==> src/rtl/core/aiou_pkg.sv <==
// Package with shared constants and types for the 3D box IoU block.
`default_nettype none
package aiou_pkg;
  localparam int unsigned COORD_BITS_DEF = 16;
  localparam int unsigned FRAC_BITS_DEF  = 16;
  localparam int unsigned NUM_AXES       = 3;

  typedef struct packed {
    logic valid;
    logic bad;
    logic zero;
    logic full;
  } aiou_ctl_t;
endpackage
`default_nettype wire

==> src/rtl/core/aiou_div.sv <==
// Pipelined restoring fraction divider, one quotient bit per stage.
`default_nettype none
module aiou_div import aiou_pkg::*; #(
  parameter int unsigned UW        = 49,
  parameter int unsigned FRAC_BITS = FRAC_BITS_DEF
) (
  input  wire logic                 clk,
  input  wire logic                 rst,
  input  wire logic                 en,
  input  wire aiou_ctl_t            in_ctl,
  input  wire logic [UW-1:0]        num,
  input  wire logic [UW-1:0]        den,
  output aiou_ctl_t                 out_ctl,
  output logic [FRAC_BITS-1:0]      quo
);
  aiou_ctl_t            ctl_s [FRAC_BITS+1];
  logic [UW-1:0]        rem_s [FRAC_BITS+1];
  logic [UW-1:0]        den_s [FRAC_BITS+1];
  logic [FRAC_BITS-1:0] quo_s [FRAC_BITS+1];

  assign ctl_s[0] = in_ctl;
  assign rem_s[0] = num;
  assign den_s[0] = den;
  assign quo_s[0] = '0;

  for (genvar g = 0; g < FRAC_BITS; g++) begin : g_stage
    logic [UW:0] t;
    logic        ge;
    assign t  = {rem_s[g], 1'b0};
    assign ge = (t >= {1'b0, den_s[g]});

    always_ff @(posedge clk) begin
      if (rst) begin
        ctl_s[g+1].valid <= 1'b0;
      end else if (en) begin
        ctl_s[g+1].valid <= ctl_s[g].valid;
      end
      if (en) begin
        ctl_s[g+1].bad  <= ctl_s[g].bad;
        ctl_s[g+1].zero <= ctl_s[g].zero;
        ctl_s[g+1].full <= ctl_s[g].full;
        rem_s[g+1] <= ge ? UW'(t - {1'b0, den_s[g]}) : t[UW-1:0];
        den_s[g+1] <= den_s[g];
        quo_s[g+1] <= {quo_s[g][FRAC_BITS-2:0], ge};
      end
    end
  end

  assign out_ctl = ctl_s[FRAC_BITS];
  assign quo     = quo_s[FRAC_BITS];
endmodule
`default_nettype wire

==> config.mk <==
export PLATFORM = sky130hd
export DESIGN_NAME = aiou_div
export DESIGN_NICKNAME = d
export VERILOG_FILES = /design/src/rtl/core/aiou_pkg.sv /design/src/rtl/core/aiou_div.sv
export SDC_FILE = /design/constraint.sdc
export NUM_CORES = 2
export LEC_CHECK = 0
export BUFFER_PORTS_ARGS = -buffer_cell sky130_fd_sc_hd__buf_2
export CAP_MARGIN = 20
export CORE_MARGIN = 2
export CORE_UTILIZATION = 60
export CTS_CLUSTER_DIAMETER = 80
export DETAILED_ROUTE_END_ITERATION = 10
export GPL_TIMING_DRIVEN = 0
export PLACE_DENSITY_LB_ADDON = 0.3
export SLEW_MARGIN = 10
export SYNTH_ARGS = -nofsm -noshare
export SYNTH_HDL_FRONTEND = slang
export SYNTH_SLANG_ARGS = --single-unit
==> constraint.sdc <==
create_clock -name clk -period 4.2 [get_ports clk]
set_input_delay 0.21 -clock clk [delete_from_list [all_inputs] [get_ports clk]]
set_output_delay 0.21 -clock clk [all_outputs]
set_load 0.005 [all_outputs]
; Word level (Yosys, flattened, before mapping)
; Cells that the tools add are included.
[totals]
regBits = 1670
out_inout_bits = 20
elab_cells = 171
in_bits = 105
[classes]
muxes = 15
n_lt_le_gt_ge = 16
n_addsub = 15
[ops]
columns = cell, n
row1 = >= comparator 50 x 49 -> 1 bit, 16
row2 = 2-to-1 mux 49 bit, 15
row3 = subtractor 49 bit, 15

; Longest topological paths before layout
[logic_depth]
depth_word = 2
mapped_depth = 17
mapped_depth_nobuf = 14

; Worst setup path before layout
; OpenSTA, ideal clock, no wires.
[synth_path]
path_kind = register -> register
start = register den_s[196] in the netlist's numbering
end = register rem_s, in the netlist g_stage[13].t[10] (data pin)
required_ps = 3940
stages_incl_launch_ff = 15
setup_slack_ps = 669
t_arrival_ps = 3270
n_path_buf = 2
period_less_slack_ps = 3531
cell_sequence = edfxtp_1 fa_1 nor2b_1 o31a_1 o31ai_4 o21ai_2 a31oi_4 o21ai_2 a2111oi_4 o31a_2 nor3_1 o32a_1 buf_6 buf_6 mux2_4
[synth_via]
elab_chain_cells = 2
word_cells_on_any_way = 3
classes_between = add/sub (1) / order compare (1) / mux (1)
[synth_lines]
columns = element, line_no
row1 = start: declaration, aiou_div.sv:18  ; logic [UW-1:0] den_s [FRAC_BITS+1];
row2 = start signal: indexed assignment, aiou_div.sv:43  ; den_s[g+1] <= den_s[g];
row3 = subtractor 49 bit or >= comparator 50 x 49 -> 1 bit (tied branches), "aiou_div.sv:42, aiou_div.sv:30"
row4 = 2-to-1 mux 49 bit *, aiou_div.sv:42  ; rem_s[g+1] <= ge ? UW'(t - {1'b0, den_s[g]}) : t[UW-1:0];
row5 = end signal: indexed assignment, aiou_div.sv:42
row6 = end: declaration, aiou_div.sv:17  ; logic [UW-1:0] rem_s [FRAC_BITS+1];
; Mark *: on every way between the ends. The rest lies on a longest branch, timed or not.
; A chain may end at the register's enable or synchronous reset.

; Worst setup path in the final report
[layout_path]
start = register rem_s, in the netlist g_stage[10].t[2]
end = register rem_s, in the netlist g_stage[11].t[35] (data pin)
[layout_via]
elab_chain_cells = 2
word_cells_on_any_way = 3
classes_between = add/sub (1) / order compare (1) / mux (1)
[layout_lines]
columns = element, line_no
row1 = subtractor 49 bit or >= comparator 50 x 49 -> 1 bit (tied branches), "aiou_div.sv:42, aiou_div.sv:30"
row2 = 2-to-1 mux 49 bit *, aiou_div.sv:42
; Marks and branches as above.

==> results.tsv <==
metric	value	unit
status	finished, violations left	
failed_checks	setup timing	
wl	303200	um
ctsRootBufferMaster	clkbuf_16	
netlist_area	103200	um^2
grt_max_degree	186	
final_cell_mix	1,654 x edfxtp_1, 998 x a21oi_1, 973 x inv_1	
drtIter0Drc	6809	
synth_nets	10712	
cpPeakStageDelay	0.47	ns
area_growth	12.27	%
dpl_worst_slack	-1.781	ns
fp.dieW	418.6	um
grt_use_total	33.67	%
slew_viol_final	0	
drtPass1Iterations	8	
clock-sinks	1670	
final_cells	12678	
fin_crit	4.255	ns
cts_tree	done	
initial_utilization	60.27	%
viasPerCell	6.256	
layout_commonest_cell	edfxtp_1	
gr-total-overflow	0	
critPathCaptureType	flip-flop	
cp.required	4.78	ns
die_y	418.6	um
avgSynthCellArea	10.52	um^2
portBuffers	123	
intPower	54.31	mW
switching_share	42.06	%
cts_buffer_depth	3	
ff2ff_setup_slack	-0.05	ns
finalHoldViolCount	0	
placed_cell_area	107000	um^2
remaining_drc_errors	0	
critPathKind	reg -> reg	
cp-start-kind	flip-flop	
switchingPower	39.43	mW
yosysWarnings	0	
synth.distinct_cells	106	
grt_pass1_vias	81037	
fmax	235.0	MHz
dp.cells	12187	
synth_edf_count	1654	
crit_fanout	10	
fin_worst_skew	0.04182	ns
worstSkewPairLatency	0.86	ns
place_congestion	1.048	
maxCapViolCount	0	
setup_violations	8	
slowest_stage	a221oi_2	
fp.dieArea	175300	um^2
antenna_found_initial	11	
synthArstFlopShare	0	%
clkPwrFrac	16.8	%
ant_nets	0	
coreArea	171200	um^2
wl_per_cell	23.91	um
clk_pin_slew_worst_paths	0.06	ns
cts_buffers	177	
synthCells	9809	
synthFlopType	edfxtp_1	
seqPwrFrac	29.6	%
ir_worst_vdd	0.0004623	V
p_total	93.74	mW
arrival	4.83	ns
powerDensity	809.4	nW/um^2
fp-row-count	152	
fin_crit_sh	101.3	%
design_area	115800	um^2
leakage	48.37	nW
htree_levels	4	
grt_first_pass_wirelength	451000	um
pwr-share-comb	53.6	%
yosysSeqAreaShare	48.46	%
ys_ff_latch	1670	
final_nets	11196	
worst_slew_pin_slew	1.114	ns
slew_headroom	25.49	%
crit_chain	ha_1, nor2b_2, o31ai_2, a22oi_2, a21oi_2, o211a_2, o2111ai_4, a221oi_2, o21a_1, o31a_1, o22ai_4, buf_12, clkbuf_4, mux2_1	
io_pins	125	
hold_path.class	in -> reg	
setup_ws	-0.05475	ns
dp_hpwl	225800	um
route.vias.total	79319	
drive_gt1_share	10.92	%
## kinds of logic after synthesis
kind of cell,synth area share (%)
AOI/OAI and AO/OA,17.28
and+or+nand+nor,9.729
DFF,48.46
buffers and inverters,5.269
adders and majority gates,9.788
xor gates and xnor gates,5.604
muxes,3.867
## power groups by stage
stage                     registers (mW)  logic (mW)  clock network [mW]
after global routing                28.1        54.0                16.5
after global placement              28.5        45.1                   0
final                               27.8        50.2                15.8
after CTS                           27.6        48.2                15.9
after floorplan                     26.8        34.0                   0
after detailed placement            27.9        46.2                   0
## layout make-up
class / count / area [um^2]
diodes: 9 / 22.52
plain buffers: 378 / 1979
clock buffers: 209 / 4612
clock inverters: 113 / 1191
fillers: 12092 / 55360
inverters: 974 / 3656
multi-input cells: 6767 / 48860
flip-flops and latches: 1670 / 49990
well taps: 2233 / 2794
repair buffers: 325 / 2705
## cell usage after synthesis (all sizes together), types with 86 or more instances
library cell	instances	area share, %
ha	783	9.5
nor3	106	0.51
o21bai	116	0.84
nor2b	95	0.58
a31oi	86	0.57
o21ai	581	2.8
inv	974	3.5
buf	120	0.71
xor2	282	2.4
clkbuf	278	1.0
nand3	126	0.61
mux2	309	3.6
edfxtp	1654	48
nand2	616	2.2
nand4	209	1.3
nor2	641	2.3
a21oi	1028	5.0
xnor2	378	3.2
o21a	99	0.72
a21o	487	3.5
## worst max-delay path: cells and delay by family, from the launching register on
kind            cells  cell delay, ns
flops               1            0.41
mux                 1            0.35
simple gates        1            0.19
fa+ha+maj           1            0.35
compound gates      9            2.33
buf+inv             2            0.36
## registers in the layout, summed over array words and instances, names as in the netlist
signal     cells
quo_s        120
quo           16
ctl_s         60
out_ctl        4
g_stage.t    735
den_s        735
## routing by layer
layer | part of all wire, % | wire (um) | global-route usage (%)
met4 | 12 | 35570 | 32.21
met5 | 0.0043 | 13 | 0
met2 | 53 | 159700 | 64.64
met3 | 4.8 | 14480 | 3.833
met1 | 31 | 93450 | 29.98
## path summary, 6_finish.rpt
kind,from,endpoint,cells past startpoint
max,g_stage[10].t[2],g_stage[11].t[35],14
min,num[19],g_stage[1].t[21],4
max reg2reg,g_stage[10].t[2],g_stage[11].t[35],14
min reg2reg,quo_s[50],quo_s[35],0
## timing repair
action,in CTS,in global routing
setup endpoints to repair,746,664
gates resized for setup,198,139
buffers inserted,35,38
hold endpoints to repair,215,6
pin swaps,33,29
hold buffers,100,6
## per-stage QoR
step           hold slack (ns)  utilization, %  TNS (ns)
3_3_place_gp            0.3890           62.26         -
5_1_grt                0.07812           67.66    -5.626
2_1_floorplan           0.3089               -         0
3_5_place_dp            0.3882           62.51   -649.93
6_report               0.08082           67.66   -0.1197
4_1_cts                -0.3947           67.17         0
Note: power is estimated with default switching activity, not from simulation.
